### config.mk
export PLATFORM = sky130hd
export DESIGN_NAME = iso8601_datetime_to_epoch
export DESIGN_NICKNAME = d
export VERILOG_FILES = /design/src/hdl/isodt_pkg.sv /design/src/hdl/iso8601_datetime_to_epoch.sv /design/src/hdl/isodt_ctrl.sv /design/src/hdl/isodt_dp.sv
export SDC_FILE = /design/constraint.sdc
export NUM_CORES = 2
export LEC_CHECK = 0
export ABC_CLOCK_PERIOD_IN_PS = 13350
export BUFFER_PORTS_ARGS = -buffer_cell sky130_fd_sc_hd__buf_2
export CAP_MARGIN = 30
export CORE_MARGIN = 3
export CORE_UTILIZATION = 35
export CTS_BUF_LIST = sky130_fd_sc_hd__clkbuf_4 sky130_fd_sc_hd__clkbuf_8 sky130_fd_sc_hd__clkbuf_16
export CTS_CLUSTER_DIAMETER = 30
export DETAILED_ROUTE_END_ITERATION = 10
export PLACE_DENSITY = 0.6
export SYNTH_ARGS = -nofsm -noshare
export SYNTH_HDL_FRONTEND = slang
export SYNTH_HIERARCHICAL = 1
export SYNTH_SLANG_ARGS = --single-unit
### constraint.sdc
create_clock -name clk -period 13.35 [get_ports clk]
set_clock_uncertainty 0.15 [all_clocks]
set_input_delay 0.6675 -clock clk [delete_from_list [all_inputs] [get_ports clk]]
set_output_delay 0.6675 -clock clk [all_outputs]
set_load 0.1 [all_outputs]
### src/hdl/isodt_pkg.sv
// Shared types, codes and date tables for the dateTime-to-epoch parser.
`timescale 1ns / 1ps
package isodt_pkg;

  typedef enum logic [4:0] {
    PH_YEAR, PH_DASH1, PH_MON, PH_DASH2, PH_DAY, PH_T, PH_HOUR, PH_COL1,
    PH_MIN, PH_COL2, PH_SEC, PH_AFTSEC, PH_FRAC, PH_TZH, PH_TZCOL, PH_TZM,
    PH_DONE
  } phase_t;

  typedef enum logic [1:0] {
    CS_PARSE, CS_CONV0, CS_CONV1, CS_CONV2
  } ctrl_state_t;

  typedef struct packed {
    logic feed;      // take the character on the input ports
    logic step0;     // load first conversion stage
    logic step1;     // load second conversion stage
    logic load_out;  // load result register, clear parse state
  } dp_cmd_t;

  localparam logic [1:0] ST_OK     = 2'd0;
  localparam logic [1:0] ST_FORMAT = 2'd1;
  localparam logic [1:0] ST_RANGE  = 2'd2;
  localparam logic [1:0] ST_NEG    = 2'd3;

  localparam int EpochW = 39;

  localparam logic [7:0] CH_MINUS = 8'h2d;
  localparam logic [7:0] CH_PLUS  = 8'h2b;
  localparam logic [7:0] CH_COLON = 8'h3a;
  localparam logic [7:0] CH_DOT   = 8'h2e;
  localparam logic [7:0] CH_T     = 8'h54;
  localparam logic [7:0] CH_Z     = 8'h5a;

  // Day of a March-based year on which each month starts.
  function automatic logic [8:0] month_start(input logic [6:0] m);
    logic [8:0] r;
    case (m)
      7'd3:    r = 9'd0;
      7'd4:    r = 9'd31;
      7'd5:    r = 9'd61;
      7'd6:    r = 9'd92;
      7'd7:    r = 9'd122;
      7'd8:    r = 9'd153;
      7'd9:    r = 9'd184;
      7'd10:   r = 9'd214;
      7'd11:   r = 9'd245;
      7'd12:   r = 9'd275;
      7'd1:    r = 9'd306;
      7'd2:    r = 9'd337;
      default: r = 9'd0;
    endcase
    return r;
  endfunction

  function automatic logic [4:0] month_len(input logic [6:0] m, input logic leap);
    logic [4:0] r;
    case (m)
      7'd2:                          r = leap ? 5'd29 : 5'd28;
      7'd4, 7'd6, 7'd9, 7'd11:       r = 5'd30;
      7'd1, 7'd3, 7'd5, 7'd7, 7'd8,
      7'd10, 7'd12:                  r = 5'd31;
      default:                       r = 5'd0;
    endcase
    return r;
  endfunction

endpackage

### src/hdl/iso8601_datetime_to_epoch.sv
// Top level: dateTime text stream in, UTC epoch seconds and status out.
//
// Input channel: one ASCII character per item (in_char_code), with in_last
// marking the final character of a string. A character is taken at a clock
// edge where in_valid is high and in_stall is low.
// Result channel: one item per string, out_epoch_seconds (signed, zero on
// error) and out_status (ok, bad format, out of range, negative date).
// Throughput: one character per cycle while a string is being parsed.
// After the last character the block stalls its input while the
// date-to-seconds conversion runs through its three registered stages
// (century counts, day count, seconds multiply); the last stage loads the
// output register, and waits while that register holds a stalled item.
// The result register holds its item while out_stall is high; parsing of
// the next string proceeds meanwhile, and only the final load waits.
// Reset (rst_n low, synchronous) clears the parse state, the controller
// and out_valid; result payload registers are not reset.
`timescale 1ns / 1ps
module iso8601_datetime_to_epoch (
  input  logic                                  clk,
  input  logic                                  rst_n,
  input  logic                                  in_valid,
  output logic                                  in_stall,
  input  logic [7:0]                            in_char_code,
  input  logic                                  in_last,
  output logic                                  out_valid,
  input  logic                                  out_stall,
  output logic signed [isodt_pkg::EpochW-1:0]   out_epoch_seconds,
  output logic [1:0]                            out_status
);
  import isodt_pkg::*;

  dp_cmd_t cmd;

  isodt_ctrl u_ctrl (
    .clk       (clk),
    .rst_n     (rst_n),
    .in_valid  (in_valid),
    .in_last   (in_last),
    .out_stall (out_stall),
    .in_stall  (in_stall),
    .out_valid (out_valid),
    .cmd       (cmd)
  );

  isodt_dp u_dp (
    .clk               (clk),
    .rst_n             (rst_n),
    .cmd               (cmd),
    .in_char_code      (in_char_code),
    .out_epoch_seconds (out_epoch_seconds),
    .out_status        (out_status)
  );
endmodule

### src/hdl/isodt_ctrl.sv
// Controller: parse / convert / result handoff sequencing.
`timescale 1ns / 1ps
module isodt_ctrl (
  input  logic              clk,
  input  logic              rst_n,
  input  logic              in_valid,
  input  logic              in_last,
  input  logic              out_stall,
  output logic              in_stall,
  output logic              out_valid,
  output isodt_pkg::dp_cmd_t cmd
);
  import isodt_pkg::*;

  ctrl_state_t state_r, state_nxt;
  logic        out_valid_r, out_valid_nxt;
  logic        out_free;

  assign out_free = !out_valid_r || !out_stall;

  always_comb begin
    state_nxt = state_r;
    case (state_r)
      CS_PARSE: if (in_valid && in_last) state_nxt = CS_CONV0;
      CS_CONV0: state_nxt = CS_CONV1;
      CS_CONV1: state_nxt = CS_CONV2;
      CS_CONV2: if (out_free) state_nxt = CS_PARSE;
      default:  state_nxt = CS_PARSE;
    endcase
  end

  always_comb begin
    cmd          = '0;
    in_stall     = 1'b1;
    case (state_r)
      CS_PARSE: begin
        in_stall = 1'b0;
        cmd.feed = in_valid;
      end
      CS_CONV0: cmd.step0 = 1'b1;
      CS_CONV1: cmd.step1 = 1'b1;
      CS_CONV2: cmd.load_out = out_free;
      default:  cmd = '0;
    endcase
  end

  assign out_valid_nxt = cmd.load_out || (out_valid_r && out_stall);
  assign out_valid     = out_valid_r;

  always_ff @(posedge clk) begin
    if (!rst_n) begin
      state_r     <= CS_PARSE;
      out_valid_r <= 1'b0;
    end else begin
      state_r     <= state_nxt;
      out_valid_r <= out_valid_nxt;
    end
  end
endmodule

### src/hdl/isodt_dp.sv
// Datapath: character parser registers, date conversion stages, result register.
`timescale 1ns / 1ps
module isodt_dp (
  input  logic                             clk,
  input  logic                             rst_n,
  input  isodt_pkg::dp_cmd_t               cmd,
  input  logic [7:0]                       in_char_code,
  output logic signed [isodt_pkg::EpochW-1:0] out_epoch_seconds,
  output logic [1:0]                       out_status
);
  import isodt_pkg::*;

  phase_t      phase_r, phase_nxt;
  logic [2:0]  digit_r, digit_nxt;
  logic [13:0] year_r, year_nxt;
  logic [6:0]  mon_r, mon_nxt, day_r, day_nxt, hour_r, hour_nxt;
  logic [6:0]  min_r, min_nxt, sec_r, sec_nxt, zh_r, zh_nxt, zm_r, zm_nxt;
  logic [1:0]  zsign_r, zsign_nxt, err_r, err_nxt;

  logic        is_dig;
  logic [3:0]  dig;
  logic [6:0]  cur2, new2;
  logic [13:0] new_year;
  logic [2:0]  digit_inc;

  assign is_dig    = (in_char_code >= 8'h30) && (in_char_code <= 8'h39);
  assign dig       = in_char_code[3:0];
  assign digit_inc = digit_r + 3'd1;
  assign new_year  = 14'(year_r * 14'd10 + 14'(dig));

  always_comb begin
    case (phase_r)
      PH_MON:  cur2 = mon_r;
      PH_DAY:  cur2 = day_r;
      PH_HOUR: cur2 = hour_r;
      PH_MIN:  cur2 = min_r;
      PH_SEC:  cur2 = sec_r;
      PH_TZH:  cur2 = zh_r;
      PH_TZM:  cur2 = zm_r;
      default: cur2 = 7'd0;
    endcase
  end
  assign new2 = 7'(cur2 * 7'd10 + 7'(dig));

  always_comb begin
    phase_nxt = phase_r;  digit_nxt = digit_r;  year_nxt = year_r;
    mon_nxt = mon_r;  day_nxt = day_r;  hour_nxt = hour_r;  min_nxt = min_r;
    sec_nxt = sec_r;  zh_nxt = zh_r;  zm_nxt = zm_r;
    zsign_nxt = zsign_r;  err_nxt = err_r;
    if (cmd.feed && err_r == ST_OK) begin
      case (phase_r)
        PH_YEAR: begin
          if (digit_r == 3'd0 && in_char_code == CH_MINUS) err_nxt = ST_NEG;
          else if (!is_dig) err_nxt = ST_FORMAT;
          else begin
            year_nxt = new_year;
            if (digit_inc >= 3'd4) begin
              digit_nxt = 3'd0;
              phase_nxt = PH_DASH1;
            end else digit_nxt = digit_inc;
          end
        end
        PH_MON, PH_DAY, PH_HOUR, PH_MIN, PH_SEC, PH_TZH, PH_TZM: begin
          if (!is_dig) err_nxt = ST_FORMAT;
          else begin
            case (phase_r)
              PH_MON:  mon_nxt  = new2;
              PH_DAY:  day_nxt  = new2;
              PH_HOUR: hour_nxt = new2;
              PH_MIN:  min_nxt  = new2;
              PH_SEC:  sec_nxt  = new2;
              PH_TZH:  zh_nxt   = new2;
              default: zm_nxt   = new2;
            endcase
            if (digit_inc >= 3'd2) begin
              digit_nxt = 3'd0;
              case (phase_r)
                PH_MON:  phase_nxt = PH_DASH2;
                PH_DAY:  phase_nxt = PH_T;
                PH_HOUR: phase_nxt = PH_COL1;
                PH_MIN:  phase_nxt = PH_COL2;
                PH_SEC:  phase_nxt = PH_AFTSEC;
                PH_TZH:  phase_nxt = PH_TZCOL;
                default: phase_nxt = PH_DONE;
              endcase
            end else digit_nxt = digit_inc;
          end
        end
        PH_DASH1: if (in_char_code == CH_MINUS) phase_nxt = PH_MON;   else err_nxt = ST_FORMAT;
        PH_DASH2: if (in_char_code == CH_MINUS) phase_nxt = PH_DAY;   else err_nxt = ST_FORMAT;
        PH_T:     if (in_char_code == CH_T)     phase_nxt = PH_HOUR;  else err_nxt = ST_FORMAT;
        PH_COL1:  if (in_char_code == CH_COLON) phase_nxt = PH_MIN;   else err_nxt = ST_FORMAT;
        PH_COL2:  if (in_char_code == CH_COLON) phase_nxt = PH_SEC;   else err_nxt = ST_FORMAT;
        PH_TZCOL: if (in_char_code == CH_COLON) phase_nxt = PH_TZM;   else err_nxt = ST_FORMAT;
        PH_AFTSEC, PH_FRAC: begin
          if (phase_r == PH_AFTSEC && in_char_code == CH_DOT) begin
            digit_nxt = 3'd0;
            phase_nxt = PH_FRAC;
          end else if (phase_r == PH_FRAC && is_dig) begin
            digit_nxt = 3'd1;
          end else if (phase_r == PH_FRAC && digit_r == 3'd0) begin
            err_nxt = ST_FORMAT;
          end else if (in_char_code == CH_Z) begin
            phase_nxt = PH_DONE;
          end else if (in_char_code == CH_PLUS || in_char_code == CH_MINUS) begin
            zsign_nxt = (in_char_code == CH_PLUS) ? 2'd1 : 2'd2;
            digit_nxt = 3'd0;
            phase_nxt = PH_TZH;
          end else err_nxt = ST_FORMAT;
        end
        default: err_nxt = ST_FORMAT;  // text after a complete zone
      endcase
    end
  end

  always_ff @(posedge clk) begin
    if (!rst_n || cmd.load_out) begin
      phase_r <= PH_YEAR;  digit_r <= '0;  year_r <= '0;  mon_r <= '0;
      day_r <= '0;  hour_r <= '0;  min_r <= '0;  sec_r <= '0;
      zh_r <= '0;  zm_r <= '0;  zsign_r <= '0;  err_r <= ST_OK;
    end else begin
      phase_r <= phase_nxt;  digit_r <= digit_nxt;  year_r <= year_nxt;
      mon_r <= mon_nxt;  day_r <= day_nxt;  hour_r <= hour_nxt;
      min_r <= min_nxt;  sec_r <= sec_nxt;  zh_r <= zh_nxt;  zm_r <= zm_nxt;
      zsign_r <= zsign_nxt;  err_r <= err_nxt;
    end
  end

  // Stage 0: leap year, shifted year and its century counts, partial sums.
  logic [7:0]  y_cent, yy_cent;
  logic [13:0] y_rem, yy;
  logic [11:0] yy_q;
  logic        leap;
  logic        leap_r, complete_r;
  logic [13:0] yy_r;
  logic [11:0] q_r;
  logic [7:0]  c_r;
  logic [9:0]  doy_r;
  logic [18:0] hms_r, off_r;

  assign y_cent  = 8'((23'(year_r[13:2]) * 23'd1311) >> 15);  // year / 100
  assign y_rem   = 14'(year_r - 14'(y_cent) * 14'd100);
  assign leap    = (year_r[1:0] == 2'd0) && (y_rem != 14'd0 || y_cent[1:0] == 2'd0);
  assign yy      = (mon_r <= 7'd2) ? 14'(year_r - 14'd1) : year_r;
  assign yy_q    = yy[13:2];
  assign yy_cent = 8'((23'(yy_q) * 23'd1311) >> 15);

  always_ff @(posedge clk) begin
    if (cmd.step0) begin
      leap_r     <= leap;
      yy_r       <= yy;
      q_r        <= yy_q;
      c_r        <= yy_cent;
      doy_r      <= 10'(10'(month_start(mon_r)) + 10'(day_r) - 10'd1);
      hms_r      <= 19'(19'(hour_r) * 19'd3600 + 19'(min_r) * 19'd60 + 19'(sec_r));
      off_r      <= 19'(19'(zh_r) * 19'd3600 + 19'(zm_r) * 19'd60);
      complete_r <= (phase_r == PH_AFTSEC) || (phase_r == PH_DONE) ||
                    (phase_r == PH_FRAC && digit_r != 3'd0);
    end
  end

  // Stage 1: day count and range checks.
  logic signed [23:0] days_r;
  logic               range_ok_r;
  logic               range_ok;

  assign range_ok = (year_r != 14'd0) && (mon_r >= 7'd1) && (mon_r <= 7'd12) &&
                    (day_r >= 7'd1) && (day_r <= 7'(month_len(mon_r, leap_r))) &&
                    (min_r <= 7'd59) && (sec_r <= 7'd59) && (hour_r <= 7'd24) &&
                    !(hour_r == 7'd24 && (min_r != 7'd0 || sec_r != 7'd0)) &&
                    (zh_r <= 7'd14) && (zm_r <= 7'd59) &&
                    !(zh_r == 7'd14 && zm_r != 7'd0);

  always_ff @(posedge clk) begin
    if (cmd.step1) begin
      days_r <= 24'(24'(yy_r) * 24'sd365 + 24'(q_r) - 24'(c_r) + 24'(c_r[7:2]) +
                    24'(doy_r) - 24'sd719468);
      range_ok_r <= range_ok;
    end
  end

  // Stage 2: seconds, zone offset, status into the result register.
  logic signed [EpochW-1:0] secs;
  logic [1:0]               status;

  always_comb begin
    secs = EpochW'(days_r) * EpochW'(86400) + EpochW'(hms_r);
    if (zsign_r == 2'd1)      secs = secs - EpochW'(off_r);
    else if (zsign_r == 2'd2) secs = secs + EpochW'(off_r);
    if (err_r != ST_OK)   status = err_r;
    else if (!complete_r) status = ST_FORMAT;
    else if (!range_ok_r) status = ST_RANGE;
    else                  status = ST_OK;
  end

  always_ff @(posedge clk) begin
    if (cmd.load_out) begin
      out_status        <= status;
      out_epoch_seconds <= (status == ST_OK) ? secs : '0;
    end
  end
endmodule

==> results.py <==
metrics = {
    "synthesis": {
        "synth_async_sr_flop_share_pct": 0,
        "syn_inst": 3713,
        "syn_area_per_cell_um2": 9.08,
        "synth.ff_latch_count": 223,
        "synth_top_cells_by_area": "ha_1 24%, fa_1 17%, edfxtp_1 12%",
        "yosys.cell_count.top_type": "inv_1",
        "post_synthesis_cell_type_count": 95,
        "synth_area_leader_cell": "ha_1",
        "flip_flop_cell_with_the_highest_count_after_synthesis": "edfxtp_1",
        "portion_of_the_post_synthesis_area_used_by_sequential_elements_pct": 17.3,
        "count_of_flip_flops_with_a_built_in_enable_after_synthesis": 136,
        "yosys_warnings": 6,
        "synth.cells.most_frequent": "774 x inv_1, 654 x ha_1, 290 x fa_1, 229 x nor2_1, 193 x a21oi_1",
        "post_synthesis_net_count": 4670,
        "syn_area_mm2": 0.0337,
        "synth_top_cell_area_share_pct": 24.3,
    },
    "clock_tree": {
        "cts_root_buf": "clkbuf_16",
        "postCtsSetupRepairBufs": 0,
        "post_cts_hold_buffer_count": 0,
        "clock_path_buffers": 3,
        "tritoncts": "done",
        "number_of_buffers_created_by_cts": 57,
        "clock_latency_ps": 610,
        "htree_num_levels": 2,
        "post_cts_resized": 0,
        "cts_num_sinks": 223,
        "cts.clk_slew.worst_paths_ps": 50,
    },
    "sta": {
        "post-route-period-util_pct": 74.6,
        "setup_repair_after_global_routing_missed_its_margin": "no",
        "report.final.setup_viol": 0,
        "timing_hold_violations_final": 0,
        "max_freq_ghz": 0.100,
        "slew_headroom_pct": 26.6,
        "setup_tns_ps": 0,
        "min_period_ps": 9960,
        "worst_slew_pin_slew_ps": 1090,
        "maxSlewViolCount": 0,
    },
    "worst_hold_path": {
        "min_path_type": "primary input to flip-flop",
        "worst_hold_path.num_cells": 3,
    },
    "route": {
        "drtAntennaViolNets": 0,
        "first_pass_iters": 6,
        "detailedRoute.firstIterationViolations": 1372,
        "route.detailed.wl_per_inst_um": 14.8,
        "vias": 25100,
        "postRouteWirelength_mm": 75.5,
        "drt_drc_violations_left": 0,
        "detail_route.vias_per_cell": 4.92,
    },
    "finish": {
        "area.growth.synth_to_final_pct": 11.5,
        "final_nets": 4745,
        "n_fill_cell": 9600,
        "fin_area_mm2": 0.0376,
        "post_route_cells_drive_above_1_share_pct": 6.33,
    },
    "floorplanning": {
        "floorplan.die.height_um": 316,
        "die_area_mm2": 0.100,
        "die-width_um": 316,
        "initial_utilization_pct": 35.4,
        "area_of_the_placeable_core_mm2": 0.0953,
        "placement_rows": 113,
        "ios": 56,
    },
    "critical_path": {
        "timing.critical_path.mode_cell": "inv_1",
        "worst-r2r-setup-slack_ps": 3390,
        "criticalPathCategory": "flip-flop to flip-flop",
        "worst_path_largest_cell_delay_ps": 650,
        "worstSetupEndpointType": "flip-flop",
        "cp_data_required_time_ps": 13540,
        "timing.reg2reg.worst_path_depth": 35,
        "crit_path_top_delay_cell": "a311oi_1",
        "cp.arrival_ps": 10160,
        "worst-path-max-fanout": 8,
        "critPathLaunchType": "flip-flop",
    },
    "status": {
        "status": "completed",
    },
    "global_route": {
        "overflow_left_after_global_routing": 0,
        "via_count_of_the_first_global_routing_pass": 25200,
        "largest_net_degree_at_the_start_of_global_routing": 61,
        "antenna_found_initial": 1,
        "global_route.usage.total_pct": 15.4,
        "grt_pass1_wl_mm": 127,
    },
    "placed_design": {
        "detailedPlacementHpwl_mm": 61.6,
        "gp_congestion": 0.872,
        "port-buffer-count": 55,
        "placedInstanceArea_mm2": 0.0356,
    },
    "run": {
        "maxCapViolations": 0,
    },
}
==> cell type report <==
type	instances	area, um^2	area share [%]
Inverter	775	2910	7.74
Clock buffer	59	1460	3.88
Tap cell	1265	1580	4.21
Clock inverter	49	566	1.50
Multi-Input combinational cell	2648	24800	65.9
Sequential cell	223	5830	15.5
Antenna cell	1	2.50	0.00666
Timing Repair Buffer	83	483	1.28
==> state kept, by name (all words and copies together) (netlist names), 3 cells and up, named ones only <==
signal,flops
u_dp/yy_r,14
u_dp/phase_r,5
u_dp/day_r,7
u_dp/mon_r,7
u_dp/min_r,7
u_dp/doy_r,10
u_dp/off_r,17
u_dp/zh_r,7
u_dp/zm_r,7
u_dp/year_r,14
u_dp/hour_r,7
u_dp/hms_r,19
u_dp/c_r,8
u_dp/days_r,24
u_dp/digit_r,3
u_dp/sec_r,7
u_dp/out_epoch_seconds,39
==> cells by family (layout without fill, tap and decap cells) <==
logic type | count (synthesis) | in the layout | share of synthesized area (%)
buffers and inverters | 842 | 966 | 9.41
XOR/XNOR | 225 | 225 | 5.89
other | 0 | 1 | 0
adder cells (fa/ha/maj) | 944 | 944 | 41.5
flip-flops | 223 | 223 | 17.3
AO/OA/AOI/OAI | 661 | 661 | 13.1
AND/OR/NAND/NOR | 763 | 763 | 11.2
multiplexers | 55 | 55 | 1.67
==> cells in the final DEF, fill, tap and decap left out, drive strengths merged, types with 27 or more instances in the layout <==
cell / Yosys / layout
o21a: 28 / 28
nand3: 69 / 69
nand2: 161 / 161
inv: 774 / 787
nand4: 34 / 34
dfxtp: 87 / 87
and3: 28 / 28
edfxtp: 136 / 136
nor2: 229 / 229
buf: 14 / 83
o21ai: 118 / 118
clkbuf: 53 / 59
nor3: 64 / 64
a21o: 43 / 43
o21bai: 43 / 43
a211oi: 50 / 50
nor2b: 27 / 27
ha: 654 / 654
xnor2: 159 / 159
xor2: 66 / 66
fa: 290 / 290
mux2i: 53 / 53
a21oi: 193 / 193
==> metrics by stage <==
step                hold WS (ps)  utilization, %  instances  setup slack [ps]
floorplan                    302               -       3713              4740
global placement             329            37.3       4992              3590
detailed placement           340            37.3       4994              3400
CTS                          169            39.4       5102              3370
global route                 198            39.4       5102              2670
finish                       216            39.4       5103              3390
==> worst paths after layout <==
| kind | from | end |
|---|---|---|
| hold / removal | rst_n | u_ctrl/state_r[0]$_SDFFE_PN0P_ |
| hold reg to reg | u_dp/digit_r[1]$_SDFFE_PP0P_ | u_dp/digit_r[1]$_SDFFE_PP0P_ |
| setup / recovery | u_dp/year_r[6]$_SDFFE_PP0P_ | u_dp/leap_r$_DFFE_PP_ |
| setup reg to reg | u_dp/year_r[6]$_SDFFE_PP0P_ | u_dp/leap_r$_DFFE_PP_ |
==> worst max-delay path, delay by kind of cell (launching register included) <==
kind            cells  cell delay [ps]
xor+xnor            1              190
simple gates        3              410
compound gates     13             3520
fa+ha+maj          11             4200
buf+inv             7              620
flops               1              600
==> per-layer routing <==
layer / track usage [%] / routed length [um] / vias to the layer above
li1: - / - / 12700
met1: 21.3 / 36100 / 11900
met2: 25.5 / 34800 / 434
met3: 2.05 / 3320 / 87
met4: 3.39 / 1270 / 2
met5: 0 / 13 / -
Power is left out: the tool's default activity adds up to more than one toggle a clock period on the data nets, which glitch-free logic cannot reach.
